**config.mk**
```make
export PLATFORM = sky130hd
export DESIGN_NAME = spi_nor_flash_command_sequencer_core
export DESIGN_NICKNAME = d
export VERILOG_FILES = /design/src/hw/rtl/snfc_pkg.sv /design/src/hw/rtl/snfc_step.sv /design/src/hw/rtl/snfc_out_buf.sv /design/src/hw/rtl/spi_nor_flash_command_sequencer_core.sv
export VERILOG_INCLUDE_DIRS = /design/src /design/src/hw/rtl
export SDC_FILE = /design/constraint.sdc
export NUM_CORES = 1
export LEC_CHECK = 0
export BUFFER_PORTS_ARGS = -buffer_cell sky130_fd_sc_hd__buf_2
export CAP_MARGIN = 30
export CORE_MARGIN = 2
export CORE_UTILIZATION = 25
export CTS_CLUSTER_DIAMETER = 80
export DETAILED_ROUTE_END_ITERATION = 16
export PLACE_DENSITY_LB_ADDON = 0.25
export SYNTH_ARGS = -nofsm -noshare
export SYNTH_HDL_FRONTEND = slang
export SYNTH_SLANG_ARGS = --single-unit
```
**constraint.sdc**
```tcl
create_clock -name clk -period 4.69 [get_ports clk]
set_input_delay 0.938 -clock clk [delete_from_list [all_inputs] [get_ports clk]]
set_output_delay 0.938 -clock clk [all_outputs]
set_load 0.005 [all_outputs]
```
**src/hw/rtl/spi_nor_flash_command_sequencer_core_assert.svh**
```systemverilog
// Assertion macros used by the sequencer output buffer.
// Each macro expects clk in scope; SNFC_ASSERT also expects rst_n.
`ifndef SPI_NOR_FLASH_COMMAND_SEQUENCER_CORE_ASSERT_SVH
`define SPI_NOR_FLASH_COMMAND_SEQUENCER_CORE_ASSERT_SVH

`ifndef SYNTH
// Check a property outside reset
`define SNFC_ASSERT(lbl, prop, msg) \
  lbl: assert property (@(posedge clk) disable iff (!rst_n) prop) else $error(msg);
// Check a property at every edge, reset included
`define SNFC_ASSERT_ALWAYS(lbl, prop, msg) \
  lbl: assert property (@(posedge clk) prop) else $error(msg);
`else
`define SNFC_ASSERT(lbl, prop, msg)
`define SNFC_ASSERT_ALWAYS(lbl, prop, msg)
`endif

`endif

```
**src/hw/rtl/snfc_pkg.sv**
```systemverilog
package snfc_pkg;

  // Field widths
  localparam int ADDR_W  = 24;
  localparam int LEN_W   = 25;
  localparam int BYTE_W  = 8;
  localparam int FUNC_W  = 3;
  localparam int POLL_W  = 24;
  localparam int CFG_W   = 24;

  // Page size (power of two, 16 to 4096)
  localparam int PAGE_BYTES = 256;
  localparam int PAGE_W     = $clog2(PAGE_BYTES);
  localparam int CHUNK_W    = PAGE_W + 1;

  // Results per transfer
  localparam int MAX_RES = 3;
  localparam int RCNT_W  = 2;

  // Request codes
  localparam logic [FUNC_W-1:0] F_INIT  = 3'd0;
  localparam logic [FUNC_W-1:0] F_READ  = 3'd1;
  localparam logic [FUNC_W-1:0] F_WRITE = 3'd2;
  localparam logic [FUNC_W-1:0] F_ERASE = 3'd3;
  localparam logic [FUNC_W-1:0] F_HBYTE = 3'd4;
  localparam logic [FUNC_W-1:0] F_REPLY = 3'd5;

  // Config register indexes
  localparam logic CFG_POLL_LIMIT  = 1'b0;
  localparam logic CFG_EXPECTED_ID = 1'b1;
  localparam logic [CFG_W-1:0] POLL_LIMIT_RST  = 24'hFFFFFF;
  localparam logic [CFG_W-1:0] EXPECTED_ID_RST = 24'hEF4020;

  // Flash opcodes
  localparam logic [7:0] OP_RST_EN  = 8'h66;
  localparam logic [7:0] OP_RST_MEM = 8'h99;
  localparam logic [7:0] OP_JEDEC   = 8'h9F;
  localparam logic [7:0] OP_READ    = 8'h03;
  localparam logic [7:0] OP_WREN    = 8'h06;
  localparam logic [7:0] OP_RDSR    = 8'h05;
  localparam logic [7:0] OP_PROG    = 8'h02;
  localparam logic [7:0] OP_ERASE   = 8'hD8;

  // Status register bits
  localparam int SR_WIP_BIT = 0;
  localparam int SR_WEL_BIT = 1;

  typedef enum logic [3:0] {
    M_IDLE    = 4'd0,
    M_ID      = 4'd1,
    M_READ    = 4'd2,
    M_WR_WEL  = 4'd3,
    M_WR_DATA = 4'd4,
    M_WR_POLL = 4'd5,
    M_ER_WEL  = 4'd6,
    M_ER_POLL = 4'd7
  } mode_t;

  typedef enum logic [1:0] {
    K_CMD     = 2'd0,
    K_TOFLASH = 2'd1,
    K_TOHOST  = 2'd2,
    K_STATUS  = 2'd3
  } kind_t;

  typedef struct packed {
    kind_t              kind;
    logic [7:0]         opcode;
    logic               has_address;
    logic [ADDR_W-1:0]  flash_address;
    logic [LEN_W-1:0]   byte_count;
    logic [BYTE_W-1:0]  out_byte;
    logic               ok;
  } res_t;

  typedef struct packed {
    mode_t               mode;
    logic [ADDR_W-1:0]   cur_addr;
    logic [LEN_W-1:0]    bytes_left;
    logic [CHUNK_W-1:0]  chunk_left;
    logic [POLL_W-1:0]   polls_left;
    logic [1:0]          id_index;
    logic                id_match;
  } seq_st_t;

  localparam res_t RES_NONE = '{kind: K_CMD, opcode: '0, has_address: 1'b0,
                                flash_address: '0, byte_count: '0,
                                out_byte: '0, ok: 1'b0};

  function automatic res_t mk_cmd(logic [7:0] op, logic has_a,
                                  logic [ADDR_W-1:0] a, logic [LEN_W-1:0] cnt);
    res_t r;
    r = RES_NONE;
    r.kind          = K_CMD;
    r.opcode        = op;
    r.has_address   = has_a;
    r.flash_address = a;
    r.byte_count    = cnt;
    return r;
  endfunction

  function automatic res_t mk_data(kind_t k, logic [BYTE_W-1:0] b);
    res_t r;
    r = RES_NONE;
    r.kind     = k;
    r.out_byte = b;
    return r;
  endfunction

  function automatic res_t mk_status(logic okv);
    res_t r;
    r = RES_NONE;
    r.kind = K_STATUS;
    r.ok   = okv;
    return r;
  endfunction

endpackage

```
**src/hw/rtl/snfc_step.sv**
```systemverilog
module snfc_step (
  input  snfc_pkg::seq_st_t                st,
  input  logic [snfc_pkg::FUNC_W-1:0]      func,
  input  logic [snfc_pkg::ADDR_W-1:0]      address,
  input  logic [snfc_pkg::LEN_W-1:0]       length,
  input  logic [snfc_pkg::BYTE_W-1:0]      data_byte,
  input  logic [snfc_pkg::CFG_W-1:0]       poll_limit,
  input  logic [snfc_pkg::CFG_W-1:0]       expected_id,
  output snfc_pkg::seq_st_t                st_nxt,
  output snfc_pkg::res_t                   res [snfc_pkg::MAX_RES],
  output logic [snfc_pkg::RCNT_W-1:0]      res_cnt
);

  logic                             is_req;
  logic [snfc_pkg::ADDR_W-1:0]      cur_inc;
  logic [snfc_pkg::LEN_W-1:0]       bl_dec;
  logic [snfc_pkg::CHUNK_W-1:0]     cl_dec;
  logic [snfc_pkg::POLL_W-1:0]      pl_dec;
  logic [snfc_pkg::POLL_W-1:0]      polls_init;
  logic [snfc_pkg::CHUNK_W-1:0]     chunk_raw;
  logic [snfc_pkg::CHUNK_W-1:0]     chunk;
  logic [1:0]                       id_inc;
  logic [7:0]                       id_exp;
  logic                             id_eq;
  logic                             wip;
  logic                             wel;

  // Shared arithmetic for the current step
  assign is_req  = (func == snfc_pkg::F_INIT) || (func == snfc_pkg::F_READ) ||
                   (func == snfc_pkg::F_WRITE) || (func == snfc_pkg::F_ERASE);
  assign cur_inc = st.cur_addr + snfc_pkg::ADDR_W'(1);
  assign bl_dec  = st.bytes_left - snfc_pkg::LEN_W'(1);
  assign cl_dec  = st.chunk_left - snfc_pkg::CHUNK_W'(1);
  assign pl_dec  = st.polls_left - snfc_pkg::POLL_W'(1);
  assign polls_init = (poll_limit == '0) ? snfc_pkg::POLL_W'(1) : poll_limit;
  assign wip = data_byte[snfc_pkg::SR_WIP_BIT];
  assign wel = data_byte[snfc_pkg::SR_WEL_BIT];

  // Bytes up to the next page boundary, clipped to what is left
  assign chunk_raw = snfc_pkg::CHUNK_W'(snfc_pkg::PAGE_BYTES) -
                     {1'b0, st.cur_addr[snfc_pkg::PAGE_W-1:0]};
  assign chunk = ({{(snfc_pkg::LEN_W-snfc_pkg::CHUNK_W){1'b0}}, chunk_raw} > st.bytes_left)
               ? st.bytes_left[snfc_pkg::CHUNK_W-1:0] : chunk_raw;

  // Pick the expected ID byte for this reply
  always_comb begin
    case (st.id_index)
      2'd0:    id_exp = expected_id[23:16];
      2'd1:    id_exp = expected_id[15:8];
      default: id_exp = expected_id[7:0];
    endcase
  end
  assign id_eq  = (id_exp == data_byte);
  assign id_inc = st.id_index + 2'd1;

  // Next state
  always_comb begin
    st_nxt = st;
    if (is_req && st.mode == snfc_pkg::M_IDLE) begin
      if (func == snfc_pkg::F_INIT) begin
        st_nxt.id_index = 2'd0;
        st_nxt.id_match = 1'b1;
        st_nxt.mode     = snfc_pkg::M_ID;
      end else if (func == snfc_pkg::F_ERASE) begin
        st_nxt.cur_addr = address;
        st_nxt.mode     = snfc_pkg::M_ER_WEL;
      end else if (length != '0) begin
        st_nxt.cur_addr   = address;
        st_nxt.bytes_left = length;
        st_nxt.mode = (func == snfc_pkg::F_READ) ? snfc_pkg::M_READ : snfc_pkg::M_WR_WEL;
      end
    end else if (func == snfc_pkg::F_HBYTE && st.mode == snfc_pkg::M_WR_DATA) begin
      st_nxt.cur_addr   = cur_inc;
      st_nxt.bytes_left = bl_dec;
      st_nxt.chunk_left = cl_dec;
      if (cl_dec == '0) begin
        st_nxt.polls_left = polls_init;
        st_nxt.mode       = snfc_pkg::M_WR_POLL;
      end
    end else if (func == snfc_pkg::F_REPLY) begin
      unique case (st.mode)
        snfc_pkg::M_ID: begin
          if (!id_eq) st_nxt.id_match = 1'b0;
          if (id_inc == 2'd3) begin
            st_nxt.id_index = 2'd0;
            st_nxt.mode     = snfc_pkg::M_IDLE;
          end else begin
            st_nxt.id_index = id_inc;
          end
        end
        snfc_pkg::M_READ: begin
          st_nxt.cur_addr   = cur_inc;
          st_nxt.bytes_left = bl_dec;
          if (bl_dec == '0) st_nxt.mode = snfc_pkg::M_IDLE;
        end
        snfc_pkg::M_WR_WEL, snfc_pkg::M_ER_WEL: begin
          if (!wel) begin
            st_nxt.mode = snfc_pkg::M_IDLE;
          end else if (st.mode == snfc_pkg::M_ER_WEL) begin
            st_nxt.polls_left = polls_init;
            st_nxt.mode       = snfc_pkg::M_ER_POLL;
          end else begin
            st_nxt.chunk_left = chunk;
            st_nxt.mode       = snfc_pkg::M_WR_DATA;
          end
        end
        snfc_pkg::M_WR_POLL, snfc_pkg::M_ER_POLL: begin
          if (!wip) begin
            if (st.mode == snfc_pkg::M_ER_POLL || st.bytes_left == '0) begin
              st_nxt.mode = snfc_pkg::M_IDLE;
            end else begin
              st_nxt.mode = snfc_pkg::M_WR_WEL;
            end
          end else begin
            st_nxt.polls_left = pl_dec;
            if (pl_dec == '0) st_nxt.mode = snfc_pkg::M_IDLE;
          end
        end
        default: ;
      endcase
    end
  end

  // Results
  always_comb begin
    res[0]  = snfc_pkg::RES_NONE;
    res[1]  = snfc_pkg::RES_NONE;
    res[2]  = snfc_pkg::RES_NONE;
    res_cnt = 2'd0;
    if (is_req && st.mode == snfc_pkg::M_IDLE) begin
      if (func == snfc_pkg::F_INIT) begin
        res[0]  = snfc_pkg::mk_cmd(snfc_pkg::OP_RST_EN, 1'b0, '0, '0);
        res[1]  = snfc_pkg::mk_cmd(snfc_pkg::OP_RST_MEM, 1'b0, '0, '0);
        res[2]  = snfc_pkg::mk_cmd(snfc_pkg::OP_JEDEC, 1'b0, '0, snfc_pkg::LEN_W'(3));
        res_cnt = 2'd3;
      end else if (func == snfc_pkg::F_ERASE || (func == snfc_pkg::F_WRITE && length != '0))
      begin
        res[0]  = snfc_pkg::mk_cmd(snfc_pkg::OP_WREN, 1'b0, '0, '0);
        res[1]  = snfc_pkg::mk_cmd(snfc_pkg::OP_RDSR, 1'b0, '0, snfc_pkg::LEN_W'(1));
        res_cnt = 2'd2;
      end else if (length == '0) begin
        res[0]  = snfc_pkg::mk_status(1'b1);
        res_cnt = 2'd1;
      end else begin
        res[0]  = snfc_pkg::mk_cmd(snfc_pkg::OP_READ, 1'b1, address, length);
        res_cnt = 2'd1;
      end
    end else if (func == snfc_pkg::F_HBYTE && st.mode == snfc_pkg::M_WR_DATA) begin
      res[0]  = snfc_pkg::mk_data(snfc_pkg::K_TOFLASH, data_byte);
      res_cnt = 2'd1;
      if (cl_dec == '0) begin
        res[1]  = snfc_pkg::mk_cmd(snfc_pkg::OP_RDSR, 1'b0, '0, snfc_pkg::LEN_W'(1));
        res_cnt = 2'd2;
      end
    end else if (func == snfc_pkg::F_REPLY) begin
      unique case (st.mode)
        snfc_pkg::M_ID: begin
          if (id_inc == 2'd3) begin
            res[0]  = snfc_pkg::mk_status(st.id_match & id_eq);
            res_cnt = 2'd1;
          end
        end
        snfc_pkg::M_READ: begin
          res[0]  = snfc_pkg::mk_data(snfc_pkg::K_TOHOST, data_byte);
          res_cnt = 2'd1;
          if (bl_dec == '0) begin
            res[1]  = snfc_pkg::mk_status(1'b1);
            res_cnt = 2'd2;
          end
        end
        snfc_pkg::M_WR_WEL, snfc_pkg::M_ER_WEL: begin
          if (!wel) begin
            res[0]  = snfc_pkg::mk_status(1'b0);
            res_cnt = 2'd1;
          end else if (st.mode == snfc_pkg::M_ER_WEL) begin
            res[0]  = snfc_pkg::mk_cmd(snfc_pkg::OP_ERASE, 1'b1, st.cur_addr, '0);
            res[1]  = snfc_pkg::mk_cmd(snfc_pkg::OP_RDSR, 1'b0, '0, snfc_pkg::LEN_W'(1));
            res_cnt = 2'd2;
          end else begin
            res[0]  = snfc_pkg::mk_cmd(snfc_pkg::OP_PROG, 1'b1, st.cur_addr,
                        {{(snfc_pkg::LEN_W-snfc_pkg::CHUNK_W){1'b0}}, chunk});
            res_cnt = 2'd1;
          end
        end
        snfc_pkg::M_WR_POLL, snfc_pkg::M_ER_POLL: begin
          if (!wip) begin
            if (st.mode == snfc_pkg::M_ER_POLL || st.bytes_left == '0) begin
              res[0]  = snfc_pkg::mk_status(1'b1);
              res_cnt = 2'd1;
            end else begin
              res[0]  = snfc_pkg::mk_cmd(snfc_pkg::OP_WREN, 1'b0, '0, '0);
              res[1]  = snfc_pkg::mk_cmd(snfc_pkg::OP_RDSR, 1'b0, '0, snfc_pkg::LEN_W'(1));
              res_cnt = 2'd2;
            end
          end else if (pl_dec == '0) begin
            res[0]  = snfc_pkg::mk_status(1'b0);
            res_cnt = 2'd1;
          end else begin
            res[0]  = snfc_pkg::mk_cmd(snfc_pkg::OP_RDSR, 1'b0, '0, snfc_pkg::LEN_W'(1));
            res_cnt = 2'd1;
          end
        end
        default: ;
      endcase
    end
  end

endmodule

```
**src/hw/rtl/snfc_out_buf.sv**
```systemverilog
`include "spi_nor_flash_command_sequencer_core_assert.svh"

module snfc_out_buf (
  input  logic                          clk,
  input  logic                          rst_n,
  input  logic                          load,
  input  snfc_pkg::res_t                res_in [snfc_pkg::MAX_RES],
  input  logic [snfc_pkg::RCNT_W-1:0]   cnt_in,
  output logic                          free,
  output logic                          out_valid,
  input  logic                          out_ready,
  output snfc_pkg::res_t                out_res,
  output logic                          out_last
);

  snfc_pkg::res_t               res_r [snfc_pkg::MAX_RES];
  logic [snfc_pkg::RCNT_W-1:0]  cnt_r;
  logic [snfc_pkg::RCNT_W-1:0]  cnt_nxt;
  logic [snfc_pkg::RCNT_W-1:0]  rd_r;
  logic [snfc_pkg::RCNT_W-1:0]  rd_nxt;
  logic                         out_xfer;

  // Serialize the held results, one per transfer
  assign out_valid = (cnt_r != '0);
  assign out_last  = (rd_r == cnt_r - snfc_pkg::RCNT_W'(1));
  assign out_res   = res_r[rd_r];
  assign out_xfer  = out_valid && out_ready;
  assign free      = !out_valid || (out_xfer && out_last);

  // Advance the read pointer or take a new set
  always_comb begin
    cnt_nxt = cnt_r;
    rd_nxt  = rd_r;
    if (load) begin
      cnt_nxt = cnt_in;
      rd_nxt  = '0;
    end else if (out_xfer) begin
      if (out_last) begin
        cnt_nxt = '0;
        rd_nxt  = '0;
      end else begin
        rd_nxt = rd_r + snfc_pkg::RCNT_W'(1);
      end
    end
  end

  always_ff @(posedge clk) begin
    if (!rst_n) begin
      cnt_r <= '0;
      rd_r  <= '0;
    end else begin
      cnt_r <= cnt_nxt;
      rd_r  <= rd_nxt;
    end
  end

  // Hold payload
  always_ff @(posedge clk) begin
    if (load) begin
      res_r[0] <= res_in[0];
      res_r[1] <= res_in[1];
      res_r[2] <= res_in[2];
    end
  end

  `SNFC_ASSERT(a_rd_in_range, out_valid |-> (rd_r < cnt_r), "read pointer past held results")
  `SNFC_ASSERT(a_load_only_free, (load && out_valid) |-> (out_xfer && out_last),
    "new set loaded over undelivered results")
  `SNFC_ASSERT(a_drain_empties, (out_xfer && out_last && !load) |=> !out_valid,
    "buffer not empty after final transfer")
  `SNFC_ASSERT_ALWAYS(a_cnt_max, !rst_n || (cnt_r <= snfc_pkg::RCNT_W'(snfc_pkg::MAX_RES)),
    "result count beyond three")

endmodule

```
**src/hw/rtl/spi_nor_flash_command_sequencer_core.sv**
```systemverilog
// Channel   Dir  tdata (low bit up)                              tuser        tlast
// in_       in   address[23:0] length[48:24] data_byte[56:49]    func[2:0]    -
// out_      out  opcode[7:0] has_address[8] flash_address[32:9]  kind[1:0]    last
//                byte_count[57:33] out_byte[65:58] ok[66]
// cfg_      in   index 0 poll_limit, index 1 expected_id          -            -
//
// An input transfer updates the registered state and loads its zero to
// three results into the output buffer; the first is offered in the next cycle.
// An item giving k results sends them one result per cycle while out_tready
// is high; in_tready rises again in the cycle the final result transfers.
// Reset (rst_n low, synchronous) returns to idle with empty output and the
// register reset values. Output stalls hold in_tready low once results wait.
module spi_nor_flash_command_sequencer_core (
  input  logic        clk,
  input  logic        rst_n,
  input  logic        in_tvalid,
  output logic        in_tready,
  input  logic [63:0] in_tdata,   // address, length, data_byte
  input  logic [2:0]  in_tuser,   // func
  output logic        out_tvalid,
  input  logic        out_tready,
  output logic [71:0] out_tdata,  // opcode, has_address, flash_address, byte_count, out_byte, ok
  output logic [1:0]  out_tuser,  // kind
  output logic        out_tlast,
  input  logic        cfg_we,
  input  logic        cfg_idx,
  input  logic [23:0] cfg_wdata
);

  snfc_pkg::seq_st_t            st_r;
  snfc_pkg::seq_st_t            st_nxt;
  logic [snfc_pkg::CFG_W-1:0]   poll_limit_r;
  logic [snfc_pkg::CFG_W-1:0]   expected_id_r;
  snfc_pkg::res_t               step_res [snfc_pkg::MAX_RES];
  logic [snfc_pkg::RCNT_W-1:0]  step_cnt;
  snfc_pkg::res_t               out_res;
  logic                         buf_free;
  logic                         in_xfer;

  assign in_tready = buf_free;
  assign in_xfer   = in_tvalid && buf_free;

  snfc_step u_step (
    .st          (st_r),
    .func        (in_tuser),
    .address     (in_tdata[23:0]),
    .length      (in_tdata[48:24]),
    .data_byte   (in_tdata[56:49]),
    .poll_limit  (poll_limit_r),
    .expected_id (expected_id_r),
    .st_nxt      (st_nxt),
    .res         (step_res),
    .res_cnt     (step_cnt)
  );

  // Commit the state on each input transfer
  always_ff @(posedge clk) begin
    if (!rst_n) begin
      st_r.mode       <= snfc_pkg::M_IDLE;
      st_r.cur_addr   <= '0;
      st_r.bytes_left <= '0;
      st_r.chunk_left <= '0;
      st_r.polls_left <= '0;
      st_r.id_index   <= '0;
      st_r.id_match   <= 1'b1;
    end else if (in_xfer) begin
      st_r <= st_nxt;
    end
  end

  // Config registers
  always_ff @(posedge clk) begin
    if (!rst_n) begin
      poll_limit_r  <= snfc_pkg::POLL_LIMIT_RST;
      expected_id_r <= snfc_pkg::EXPECTED_ID_RST;
    end else if (cfg_we) begin
      if (cfg_idx == snfc_pkg::CFG_POLL_LIMIT) poll_limit_r <= cfg_wdata;
      if (cfg_idx == snfc_pkg::CFG_EXPECTED_ID) expected_id_r <= cfg_wdata;
    end
  end

  snfc_out_buf u_out_buf (
    .clk       (clk),
    .rst_n     (rst_n),
    .load      (in_xfer),
    .res_in    (step_res),
    .cnt_in    (step_cnt),
    .free      (buf_free),
    .out_valid (out_tvalid),
    .out_ready (out_tready),
    .out_res   (out_res),
    .out_last  (out_tlast)
  );

  // Pack the result fields
  assign out_tuser = out_res.kind;
  assign out_tdata = {5'b0, out_res.ok, out_res.out_byte, out_res.byte_count,
                      out_res.flash_address, out_res.has_address, out_res.opcode};

endmodule

```
---- Word level (Yosys, flattened, before mapping) ----
Memories as Yosys holds them, arrays and structs flattened. A register that Yosys moved wholly into a read port is not among the register bits.
Cells that the tools add are included.
cells by class
  add/sub/neg operators ................... 8
  multiply operators ...................... 0
  div/mod/pow operators ................... 0
  $lt $le $gt $ge ......................... 1
  equality and inequality tests ........... 33
  shift-type cells ........................ 0
  muxes and demuxes ....................... 79
  bitwise operators ....................... 4
  reduce and logical (&&, ||, !) cells .... 48
operators with widths
  kind                                                number
  2-to-1 mux 69 bit                                   9
  2-to-1 mux 138 bit                                  4
  2-to-1 mux 62 bit                                   5
  one-hot mux 69 bit (4 select lines)                 1
  one-hot mux 69 bit (3 select lines)                 1
  2-to-1 mux 67 bit                                   3
  2-to-1 mux 53 bit                                   2
  2-to-1 mux 49 bit                                   2
  2-to-1 mux 24 bit                                   4
  2-to-1 mux 89 bit                                   1
  2-to-1 mux 86 bit                                   1
  logical NOT 25 bit                                  3
  logical NOT 24 bit                                  2
  one-hot mux 24 bit (2 select lines)                 1
  2-to-1 mux 2 bit                                    20
  2-to-1 mux 33 bit                                   1
  2-to-1 mux 28 bit                                   1
  2-to-1 mux 4 bit                                    7
  2-to-1 mux 9 bit                                    3
  > comparator 9 x 25 -> 1 bit                        1
  2-to-1 mux 25 bit                                   1
  nonzero test 25 bit                                 1
  subtractor 25 x 1 -> 25 bit, second input constant  1
  adder 24 x 1 -> 24 bit, second input constant       1
  45 further kinds                                    97
storage, ports and cells
  bits in registers ....................... 141
  latch bits .............................. 0
  RAM bits ................................ 207
  ROM bits ................................ 0
  bits of input ports ..................... 97
  word-level logic and storage cells ...... 185
  memories kept ........................... 1
memory list
  memory           depth  width  rd ports  clocked after memory_dff  wr ports  line                text
  u_out_buf.res_r  3      69     1         1                         3         snfc_out_buf.sv:16  snfc_pkg::res_t res_r [snfc_pkg::MAX_RES];

---- Logic depth before layout (Yosys ltp) ----
Gate-level depths: netlist of run 1.
  depth in word-level cells ............... 9
  depth in mapped cells ................... 14
  gate-level depth less buffers ........... 13

---- Cells and area by module ----
Synthesis of run 1 repeated with hierarchy kept, for this count alone.
unflattened totals
  cell total of the unflattened synthesis .. 2189
  area total of the unflattened synthesis .. 20504.7 um^2
modules (own cells, without submodules)
  module                                times used  cells an instance  area an instance (um^2)  sequential area each (um^2)
  snfc_out_buf                          1           477                8021.4                   6336.1
  snfc_step                             1           1083               6776.5                   0.0
  spi_nor_flash_command_sequencer_core  1           629                5706.7                   2742.6

---- Worst setup path after synthesis of run 1 ----
No wires, ideal clock.
  kind .................................... input to register
  start ................................... in out_tready
  end ..................................... reg st_r[80] (netlist name)
  library setup time ...................... 0.128 ns
  arrival ................................. 4.069 ns
  setup slack ............................. 0.493 ns
  stages on the path ...................... 9
  cells stage by stage .................... nand2_1 nand2_1 nand2_1 clkinv_1 nand4_1 clkbuf_1 nor2_1 o22ai_1 nor2_1
on the way
  cells in the longest elaborated chain, start to end .. 5
ends and longest elaborated chain
  element                               line                                        text
  from (decl)                           spi_nor_flash_command_sequencer_core.sv:21  input logic out_tready,
  logical AND 1 bit                     snfc_out_buf.sv:27                          assign out_xfer = out_valid && out_ready;
  logical AND 1 bit                     snfc_out_buf.sv:28                          assign free = !out_valid || (out_xfer && out_last);
  logical OR 1 bit                      snfc_out_buf.sv:28
  via in_tready                         spi_nor_flash_command_sequencer_core.sv:17  output logic in_tready,
  logical AND 1 bit                     spi_nor_flash_command_sequencer_core.sv:41  assign in_xfer = in_tvalid && buf_free;
  via in_xfer                           spi_nor_flash_command_sequencer_core.sv:38  logic in_xfer;
  AND reduction 5 bit (no source line)  -
  to (signal assigned)                  spi_nor_flash_command_sequencer_core.sv:67  st_r <= st_nxt;
  to (decl)                             spi_nor_flash_command_sequencer_core.sv:30  snfc_pkg::seq_st_t st_r;
The timed path passes the listed nets, and every way through them passes these cells.
A chain may end at the register's enable or synchronous reset.

---- Worst setup path in the final report of run 1 ----
  start ................................... reg st_r[37] (netlist name)
  end ..................................... reg st_r[87] (netlist name)
on the way
  cells in the longest elaborated chain, start to end .. 4
ends and longest elaborated chain
  element                                          line             text
  subtractor 25 x 1 -> 25 bit                      snfc_step.sv:32  assign bl_dec = st.bytes_left - snfc_pkg::LEN_W'(1);
  logical NOT 25 bit                               snfc_step.sv:94  if (bl_dec == '0) st_nxt.mode = snfc_pkg::M_IDLE;
  inequality test 4 x 1 -> 1 bit (no source line)  -
  AND reduction 8 bit (no source line)             -
Every way passes these cells.

==> results.sh, run 1 <==
export IMPL_number_of_distinct_library_cells_after_synthesis=75
export IMPL_hpwlAfterDp_mm=29.4
export IMPL_max_slew_worst_pin_slew_ns=0.972
export IMPL_initial_antenna_violation_count=1
export IMPL_clock_sinks=213
export IMPL_fp_dieArea_mm2=0.0514
export IMPL_drt_wirelength_per_cell_um=17.6
export IMPL_drcViolationCount=0
export IMPL_fin_crit_sh_pct=82.8
export IMPL_worstPathArrival_ns=4.39
export IMPL_layout_drive_gt1_share_pct=16.7
export IMPL_first_pass_grt_wire_length_mm=63.4
export IMPL_worstSetupEndpointType="register"
export IMPL_met1Wirelength_mm=19.0
export IMPL_cts_root_buffer="clkbuf_16"
export IMPL_postCtsSetupRepairBufs=0
export IMPL_syn_area_per_cell_um2=7.92
export IMPL_die_height_um=227
export IMPL_crit_fanout=7
export IMPL_power_combinational_fraction_pct=20.5
export IMPL_cts_htree_levels=1
export IMPL_vias_per_cell=5.03
export IMPL_final_instance_count_excl_fill=2345
export IMPL_combined_global_route_utilization_of_all_metal_layers_pct=15.6
export IMPL_setup_slack_ns=0.808
export IMPL_timing_max_slew_rel_slack_pct=35.2
export IMPL_fill_cells=5314
export IMPL_number_of_pins_exceeding_their_max_slew_limit_in_the_final_report=0
export IMPL_design_final_nets=1775
export IMPL_result_of_the_run="finished clean"
export IMPL_place_area_mm2=0.0138
export IMPL_synth_edf_count=71
export IMPL_met3_length_mm=2.21
export IMPL_cts_tree="built"
export IMPL_grt_ovfl_total=0
export IMPL_firstDrtPassIters=5
export IMPL_stdcell_area_mm2=0.0147
export IMPL_num_vias=11805
export IMPL_required_ns=5.20
export IMPL_share_clk_of_total_power_pct=39.9
export IMPL_die_width_um=227
export IMPL_grt_start_max_net_pins=96
export IMPL_clk_latency_ns=0.58
export IMPL_seqCellArea_mm2=0.00497
export IMPL_power_per_cell_area_mw_per_mm2=365
export IMPL_gp_routability_congestion=0.864
export IMPL_drt_iter0_drc=913
export IMPL_floorplan_initialDensity_pct=25.3
export IMPL_flow_area_growth_from_synthesis_pct=18.3
export IMPL_multiInputGateArea_mm2=0.00686
export IMPL_rsz_0062_raised_after_global_routing="false"
export IMPL_switching_share_pct=30.6
export IMPL_first_global_vias=10984
export IMPL_placementRows=81
export IMPL_cts_buffers=27
export IMPL_synth_warnings=0
export IMPL_coreArea_mm2=0.0490
export IMPL_dr_wl_met2_mm=19.2
export IMPL_resized_gates_after_cts=0
export IMPL_holdCritPathClass="reg2reg"
export IMPL_power_static_leakage_uw=0.00559
export IMPL_cts_hold_buffers_added=0
export IMPL_setup_tns_ns=0
export IMPL_flops_latches_synth=213
export IMPL_synthCells=1567
export IMPL_placedCellCount=2295
export IMPL_highest_layer="met5"
export IMPL_placement_io_buffers=161
export IMPL_synth_area_mm2=0.0124
export IMPL_total_detailed_routing_wirelength_mm=41.3
export IMPL_power_share_sequential_pct=39.6
export IMPL_cellInternalPower_uw=3720
export IMPL_count_of_max_cap_constraint_violations=0
export IMPL_drt_antenna_violating_nets=0
export IMPL_dp_worst_setup_slack_ns=0.942
export IMPL_cts_clk_pin_slew_worst_paths_ns=0.06
export IMPL_fmax_mhz=258
export IMPL_worst_vdd_rail_ir_drop_mv=0.227
export IMPL_p_total_uw=5360
export IMPL_asyncSetResetFlopFracSynth_pct=0
export IMPL_dominantRegCellSynth="dfxtp_1"
export IMPL_largest_clock_skew_in_the_final_design_ns=0.0306
export IMPL_layout_min_cycle_time_ns=3.88
export IMPL_finalHoldViolCount=0
export IMPL_max_clock_path_buffers=3
export IMPL_start_kind="register"
export IMPL_io_pin_count=174
export IMPL_timing_final_setup_violations=0
export IMPL_worstSetupPathType="reg2reg"
export IMPL_synth_yosys_seq_area_share_pct=40.1
export IMPL_p_sw_uw=1640
## registers in the layout (all words and copies together), names as in the netlist, named ones only
signal / flops
u_out_buf.rd_r: 2
u_out_buf.cnt_r: 2
st_r: 88
poll_limit_r: 24
u_out_buf.res_r: 71
expected_id_r: 24
## area by class of cell
| cell class | instances | area share, % |
|---|---|---|
| Antenna cell | 1 | 0.0170 |
| Clock buffer | 32 | 5.23 |
| Clock inverter | 17 | 1.03 |
| Inverter | 31 | 0.801 |
| Multi-Input combinational cell | 1206 | 46.8 |
| Sequential cell | 213 | 33.9 |
| Tap cell | 664 | 5.66 |
| Timing Repair Buffer | 181 | 6.61 |
## cell usage after synthesis (all sizes together), types with 5 or more instances
library cell	count	area [um2]
xnor2	14	123
nor3b	5	37.5
nand2	200	751
inv	29	109
mux2i	11	110
buf	27	141
o21ai	108	552
nor2	174	653
and2	98	613
dfxtp	142	2840
a22o	28	245
and3	15	93.8
o221ai	5	43.8
clkbuf	94	353
o22ai	8	50.1
a211oi	18	135
nor3	37	195
or2	16	100
nand3	75	375
a41oi	8	70.1
a31oi	14	87.6
a21oi	136	681
nor2b	10	62.6
xor2	14	123
nand4	22	138
edfxtp	71	2130
or3	13	86.3
nor4	37	263
a22oi	16	120
ha	18	225
o31ai	10	75.1
nand2b	16	100
o221a	12	135
o211ai	7	52.6
## worst max-delay path, cell delays in order (launching register included)
cell	delay (ns)
dfxtp_1	0.35
inv_1	0.15
ha_1	0.30
nor3b_1	0.62
nand2_1	0.31
nor4b_1	0.40
a211o_1	0.17
nand4_1	0.32
a221oi_2	0.44
a21oi_1	0.13
or4_1	0.48
a21oi_1	0.14
## per-stage QoR
stage,hold WS [ns],util [%]
after global placement,0.443,28.0
after global routing,0.475,30.0
after floorplan,0.425,-
final,0.456,30.0
after CTS,0.456,30.0
after detailed placement,0.447,28.1
## power by group through the flow
stage               registers (uW)  logic, uW  clock network, uW
global route                  2140       1240               2280
finish                        2120       1100               2140
floorplan                     2120        748                  0
global placement              2160       1090                  0
detailed placement            2160       1100                  0
CTS                           2120       1110               2210
## logic make-up after synthesis
logic type | after synthesis | synth area share [%]
buf+inv | 152 | 4.92
flops | 213 | 40.1
simple gates | 743 | 29.9
mux | 12 | 0.978
compound gates | 400 | 20.3
other cells | 1 | 0.0302
fa+ha+maj | 18 | 1.82
xor+xnor | 28 | 1.98
## metal layers
metal	vias to the layer above	global-route usage (%)
li1	5806	-
met1	5602	21.3
met2	344	26.2
met3	51	2.02
met4	2	3.59
met5	-	0
## placed cells by master (no fill, tap or decap), drive strengths merged, types with 22 or more instances in the layout
cell type and instances:
nand2 200, buf 181, nor2 174, dfxtp 142, a21oi 136, o21ai 108, and2 98, nand3 75
edfxtp 71, nor3 37, nor4 37, clkbuf 32, inv 31, a22o 28, nand4 22
## worst paths after layout
check / cells past startpoint / endpoint / slack [ns] / startpoint
setup / recovery: 11 / st_r[87] / 0.81 / st_r[37]
hold / removal: 2 / expected_id_r[1] / 0.46 / expected_id_r[1]
setup reg to reg: 11 / st_r[87] / 0.81 / st_r[37]
hold reg to reg: 2 / expected_id_r[1] / 0.46 / expected_id_r[1]
No activity file was read; power rests on OpenSTA's default activity.
==> inputs of run 2 (changes only) <==
Clock period 4.69 ns to 4 ns, I/O delays scaled along.
==> run 2 against run 1 <==
Critical endpoint unchanged. Non-clock buffer count rose by 10. Design area rose by 1.2%. Cell count is 0.38% higher. Clock skew shrank 0.010 ns. Clock-buffer cell count grew 1. Combinational power increased by 19%. Global-route usage about the same. Critical path depth unchanged. Register-to-register slack worse by 0.49 ns. Sequential cell count unchanged. Sequential power increased by 17%. Highest routed layer is now met4. Die area is the same.
==> results.sh, run 2 (synthesized netlist as in run 1, its figures left out) <==
export IMPL_result_of_the_run="finished clean"
export IMPL_cts_clk_pin_slew_worst_paths_ns=0.06
export IMPL_fmax_mhz=272
export IMPL_placedCellCount=2305
export IMPL_floorplan_initialDensity_pct=25.3
export IMPL_rsz_0062_raised_after_global_routing="false"
export IMPL_worst_vdd_rail_ir_drop_mv=0.266
export IMPL_layout_common_cells="199 x nand2_1, 173 x nor2_1, 161 x buf_2, 142 x dfxtp_1, 136 x a21oi_1"
export IMPL_hpwlAfterDp_mm=29.6
export IMPL_finalHoldViolCount=0
export IMPL_worstPathArrival_ns=4.17
export IMPL_critical_path_cell_chain="inv_1 -> ha_1 -> or3b_2 -> nor3_1 -> xnor2_1 -> and4b_1 -> nand4_1 -> a221oi_2 -> a21oi_1 -> or4_1 -> a21oi_1"
export IMPL_crit_path_frequent_cell="a21oi_1"
export IMPL_required_ns=4.49
export IMPL_critical_path_max_stage_delay_ns=0.54
export IMPL_die_height_um=227
export IMPL_firstDrtPassIters=5
export IMPL_worstSetupEndpointType="register"
export IMPL_cts_tree="built"
export IMPL_layout_min_cycle_time_ns=3.68
export IMPL_power_share_sequential_pct=37.8
export IMPL_largest_register_ff_count=88
export IMPL_max_clock_path_buffers=3
export IMPL_max_slew_worst_pin_slew_ns=0.968
export IMPL_largest_clock_skew_in_the_final_design_ns=0.0204
export IMPL_setup_slack_ns=0.322
export IMPL_resized_gates_after_cts=0
export IMPL_holdCritPathClass="reg2reg"
export IMPL_crit_fanout=7
export IMPL_first_global_vias=11264
export IMPL_drt_wirelength_per_cell_um=17.4
export IMPL_worstSetupPathType="reg2reg"
export IMPL_final_common_cell="nand2_1"
export IMPL_switching_share_pct=29.6
export IMPL_placement_io_buffers=161
export IMPL_initial_antenna_violation_count=0
export IMPL_drcViolationCount=0
export IMPL_cellInternalPower_uw=4620
export IMPL_power_per_cell_area_mw_per_mm2=442
export IMPL_worst_path_max_delay_cell="or3b_2"
export IMPL_p_sw_uw=1940
export IMPL_die_width_um=227
export IMPL_flow_area_growth_from_synthesis_pct=19.7
export IMPL_gp_routability_congestion=0.858
export IMPL_dp_worst_setup_slack_ns=0.400
export IMPL_cts_root_buffer="clkbuf_16"
export IMPL_setup_tns_ns=0
export IMPL_placementRows=81
export IMPL_combined_global_route_utilization_of_all_metal_layers_pct=15.7
export IMPL_coreArea_mm2=0.0490
export IMPL_clock_sinks=213
export IMPL_share_clk_of_total_power_pct=42.3
export IMPL_start_kind="register"
export IMPL_count_of_max_cap_constraint_violations=0
export IMPL_clk_latency_ns=0.56
export IMPL_vias_per_cell=5.00
export IMPL_first_pass_grt_wire_length_mm=63.9
export IMPL_timing_max_slew_rel_slack_pct=35.5
export IMPL_power_static_leakage_uw=0.00568
export IMPL_biggestRegsByFlops="st_r: 88 flops, u_out_buf.res_r: 71 flops"
export IMPL_grt_start_max_net_pins=97
export IMPL_cts_htree_levels=1
export IMPL_cts_hold_buffers_added=0
export IMPL_total_detailed_routing_wirelength_mm=41.1
export IMPL_fp_dieArea_mm2=0.0514
export IMPL_power_combinational_fraction_pct=19.9
export IMPL_final_instance_count_excl_fill=2354
export IMPL_io_pin_count=174
export IMPL_cts_buffers=27
export IMPL_postCtsSetupRepairBufs=0
export IMPL_design_final_nets=1785
export IMPL_drt_iter0_drc=755
export IMPL_post_route_util_pct=30.3
export IMPL_regMostFlops="st_r"
export IMPL_drt_antenna_violating_nets=0
export IMPL_antenna_cells_inserted=0
export IMPL_grt_ovfl_total=0
export IMPL_timing_final_setup_violations=0
export IMPL_fin_worst_hold_slack_ns=0.456
export IMPL_number_of_pins_exceeding_their_max_slew_limit_in_the_final_report=0
export IMPL_layout_drive_gt1_share_pct=17.2
export IMPL_num_vias=11779
export IMPL_fin_crit_sh_pct=91.9
## run 2: cell types whose count changed in the layout (fill, tap and decap cells not counted), sizes merged
cell      delta
inv          +2
clkbuf       +1
buf         +10
clkinv       -8
bufinv       +4
diode        -1
clkinvlp     +1
## run 2: layer usage
metal  track usage [%]  routed length [um]  up-vias
met4              4.88                1270        0
met1              20.4               18900     5587
met5                 0                   0        -
met2              26.4               19000      309
li1                  -                   -     5819
met3              2.62                1940       64
## run 2: worst paths after layout
| check | startpoint | to | slack, ns | depth (start not counted) |
|---|---|---|---|---|
| worst min-delay path | expected_id_r[8] | expected_id_r[8] | 0.46 | 2 |
| worst max register to register | st_r[37] | st_r[87] | 0.32 | 11 |
| worst max-delay path | st_r[37] | st_r[87] | 0.32 | 11 |
| worst min register to register | expected_id_r[8] | expected_id_r[8] | 0.46 | 2 |
## run 2: final cells by class
class                   instances  area, um2
clock buffers                  33        761
clock inverters                16        245
fillers                      5263      34100
inverters                      31        118
multi-input cells            1206       6860
flip-flops and latches        213       4970
well taps                     664        831
repair buffers                191       1060
## run 2: metrics by stage
step / instance area, um2 / power, uW
floorplan: 12400 / 3360
finish: 14900 / 6570
global route: 14900 / 6900
CTS: 14900 / 6640
global placement: 13800 / 3830
detailed placement: 13800 / 3840
## run 2: critical path: cells and delay by family (launching register included)
kind / cells / cell delay (ns)
simple gates: 5 / 1.94
fa+ha+maj: 1 / 0.30
xor+xnor: 1 / 0.19
compound gates: 3 / 0.68
flops: 1 / 0.35
buf+inv: 1 / 0.14
## run 2: power groups by stage
stage | Clock, uW | Combinational, uW | Sequential (uW)
after detailed placement | 0 | 1310 | 2530
after global placement | 0 | 1300 | 2520
after CTS | 2840 | 1320 | 2480
final | 2780 | 1310 | 2480
after global routing | 2920 | 1480 | 2500
after floorplan | 0 | 878 | 2480
==> inputs of run 3 (changes only) <==
Settings changed: CAP_MARGIN 30 to 0, SYNTH_HIERARCHICAL set to 1.
==> run 3 against run 2 <==
Sequential cell count rose by 137. Register-to-register slack gained 0.19 ns. Clock power increased by 51%. Non-clock buffer count up 23. Design area grew 57%. Synthesized cell count grew 40%. Via count is 39% higher. Maximum frequency grew 5.4%. Synthesized area up 65%. Global-route usage decreased by 1.9 points. Critical endpoint is now st_r[32]. Largest cell class unchanged.
==> results.sh, run 3 <==
export IMPL_holdCritPathClass="reg2reg"
export IMPL_cts_root_buffer="clkbuf_16"
export IMPL_max_slew_worst_pin_slew_ns=1.22
export IMPL_postCtsSetupRepairBufs=0
export IMPL_power_per_cell_area_mw_per_mm2=433
export IMPL_placement_io_buffers=161
export IMPL_layout_drive_gt1_share_pct=18.4
export IMPL_worst_path_max_delay_cell="dfxtp_1"
export IMPL_flow_area_growth_from_synthesis_pct=13.4
export IMPL_total_detailed_routing_wirelength_mm=60.2
export IMPL_synth_edf_count=207
export IMPL_biggestRegsByFlops="u_out_buf/res_r: 207 flops, st_r: 89 flops"
export IMPL_drt_wirelength_per_cell_um=17.9
export IMPL_setup_tns_ns=0
export IMPL_drt_iter0_drc=1170
export IMPL_crit_path_start="st_r[61]"
export IMPL_fp_dieArea_mm2=0.0843
export IMPL_cpLargestDelayFamily="compound AO/OA/AOI/OAI gates"
export IMPL_crit_reg2reg_capture="st_r[32]"
export IMPL_setup_slack_ns=0.511
export IMPL_required_ns=4.46
export IMPL_finalHoldViolCount=0
export IMPL_coreArea_mm2=0.0816
export IMPL_synth_area_mm2=0.0205
export IMPL_design_final_nets=2372
export IMPL_yosys_area_top_type_share_pct=30.3
export IMPL_crit_fanout=9
export IMPL_fin_worst_hold_slack_ns=0.450
export IMPL_num_vias=16378
export IMPL_whs_endpoint="expected_id_r[12]"
export IMPL_dp_worst_setup_slack_ns=0.334
export IMPL_vias_per_cell=4.87
export IMPL_antenna_cells_inserted=0
export IMPL_io_pin_count=174
export IMPL_largest_clock_skew_in_the_final_design_ns=0.0480
export IMPL_synthCells=2189
export IMPL_max_clock_path_buffers=3
export IMPL_grt_start_max_net_pins=125
export IMPL_number_of_pins_exceeding_their_max_slew_limit_in_the_final_report=0
export IMPL_worstSetupPathType="reg2reg"
export IMPL_start_kind="register"
export IMPL_synth_yosys_seq_area_share_pct=44.3
export IMPL_syn_area_per_cell_um2=9.37
export IMPL_worstPathArrival_ns=3.95
export IMPL_largest_register_ff_count=207
export IMPL_placementRows=105
export IMPL_timing_final_setup_violations=0
export IMPL_rr_startpoint="st_r[61]"
export IMPL_layout_common_cells="274 x nand2_1, 207 x edfxtp_1, 160 x buf_2, 141 x dfxtp_1"
export IMPL_synth_warnings=6
export IMPL_fmax_mhz=287
export IMPL_die_height_um=290
export IMPL_flops_latches_synth=350
export IMPL_result_of_the_run="finished clean"
export IMPL_worstSetupEndpointType="register"
export IMPL_floorplan_initialDensity_pct=25.1
export IMPL_setup_reg_to_reg_worst_slack_ns=0.51
export IMPL_cts_htree_levels=2
export IMPL_yosys_cell_count_top_type="nand2_1"
export IMPL_cts_hold_buffers_added=0
export IMPL_firstDrtPassIters=6
export IMPL_critical_path_max_stage_delay_ns=0.52
export IMPL_synth_top_cell_by_area="edfxtp_1"
export IMPL_drt_antenna_violating_nets=0
export IMPL_rsz_0062_raised_after_global_routing="false"
export IMPL_place_area_mm2=0.0217
export IMPL_combined_global_route_utilization_of_all_metal_layers_pct=13.8
export IMPL_cp_buffers_inverters=3
export IMPL_drcViolationCount=0
export IMPL_number_of_distinct_library_cells_after_synthesis=84
export IMPL_power_static_leakage_uw=0.00845
export IMPL_clk_latency_ns=0.61
export IMPL_timing_max_slew_rel_slack_pct=18.7
export IMPL_hpwlAfterDp_mm=41.7
export IMPL_hold_path_startpoint="expected_id_r[12]"
export IMPL_stdcell_area_mm2=0.0233
export IMPL_cp_depth=16
export IMPL_clock_sinks=350
export IMPL_p_total_uw=10100
export IMPL_cts_clk_pin_slew_worst_paths_ns=0.06
export IMPL_post_synth_main_area_contributors="edfxtp_1 30%, dfxtp_1 14%, buf_4 5.3%, nand2_1 5.0%, mux2i_1 4.3%"
export IMPL_critical_path_cell_chain="inv_1 -> ha_1 -> inv_1 -> nor2_1 -> xnor2_1 -> ha_1 -> and4_1 -> nand2_1 -> o41ai_1 -> nor3_1 -> o21ai_0 -> buf_12 -> mux2i_1 -> o221ai_1 -> nand4_1 -> o21ai_2"
export IMPL_dominantRegCellSynth="edfxtp_1"
export IMPL_final_common_cell="nand2_1"
export IMPL_resized_gates_after_cts=0
export IMPL_worst_r2r_cell_count=16
export IMPL_cts_buffers=43
export IMPL_die_width_um=290
export IMPL_hold_depth=2
export IMPL_grt_ovfl_total=0
export IMPL_cts_tree="built"
export IMPL_regMostFlops="u_out_buf/res_r"
export IMPL_count_of_max_cap_constraint_violations=0
export IMPL_layout_min_cycle_time_ns=3.49
export IMPL_worst_vdd_rail_ir_drop_mv=0.272
export IMPL_asyncSetResetFlopFracSynth_pct=0
export IMPL_first_pass_grt_wire_length_mm=93.2
export IMPL_synth_commonest_cells="274 x nand2_1, 207 x edfxtp_1, 146 x buf_4"
export IMPL_first_global_vias=16002
export IMPL_initial_antenna_violation_count=7
export IMPL_fin_crit_sh_pct=87.2
export IMPL_gp_routability_congestion=0.910
run 3: cells by family after synthesis:
kind of cell	Yosys count	synth area share, %
AND/OR/NAND/NOR	800	20.1
AO/OA/AOI/OAI	523	18.3
buffers and inverters	381	10.8
flip-flops	350	44.3
multiplexers	88	4.30
XOR/XNOR	26	1.11
adder cells (fa/ha/maj)	19	1.16
other	2	0.0366
run 3: metal layers:
metal / part of all wire [%] / up-vias / global-route usage [%]
li1: - / 7944 / -
met1: 43 / 7871 / 17.3
met2: 49 / 461 / 24.0
met3: 5.5 / 94 / 2.64
met4: 2.4 / 8 / 4.14
met5: 0.080 / - / 0
run 3: cell type report:
cell class | instances | area, um2
Sequential cell | 350 | 9090
Fill cell | 8560 | 58300
Tap cell | 1070 | 1340
Multi-Input combinational cell | 1582 | 9720
Clock buffer | 60 | 1240
Clock inverter | 20 | 312
Inverter | 65 | 244
Timing Repair Buffer | 214 | 1320
run 3: worst max path at each step:
stage | to | slack, ns
after global placement | st_r[13] | 0.37
after floorplan | register | 0.65
after global routing | st_r[32] | 0.29
after detailed placement | st_r[21] | 0.33
after CTS | st_r[32] | 0.52
final | st_r[32] | 0.51
run 3: power by group:
part	switching, uW	internal (uW)
clock	1650	2530
sequential	178	4100
combinational	1010	597
total	2850	7230
run 3: metrics by stage:
| step | cells | util, % |
|---|---|---|
| 6_report | 3361 | 28.5 |
| 5_1_grt | 3361 | 28.5 |
| 4_1_cts | 3361 | 28.5 |
| 3_5_place_dp | 3281 | 26.6 |
| 3_3_place_gp | 3281 | 26.6 |
| 2_1_floorplan | 2313 | - |
run 3: worst register-to-register path, stage by stage, from the launching register on:
cell and delay (ns):
dfxtp_1 0.52, inv_1 0.17, ha_1 0.27, inv_1 0.08, nor2_1 0.06, xnor2_1 0.16
ha_1 0.33, and4_1 0.21, nand2_1 0.09, o41ai_1 0.37, nor3_1 0.08, o21ai_0 0.16
buf_12 0.19, mux2i_1 0.34, o221ai_1 0.17, nand4_1 0.11, o21ai_2 0.07
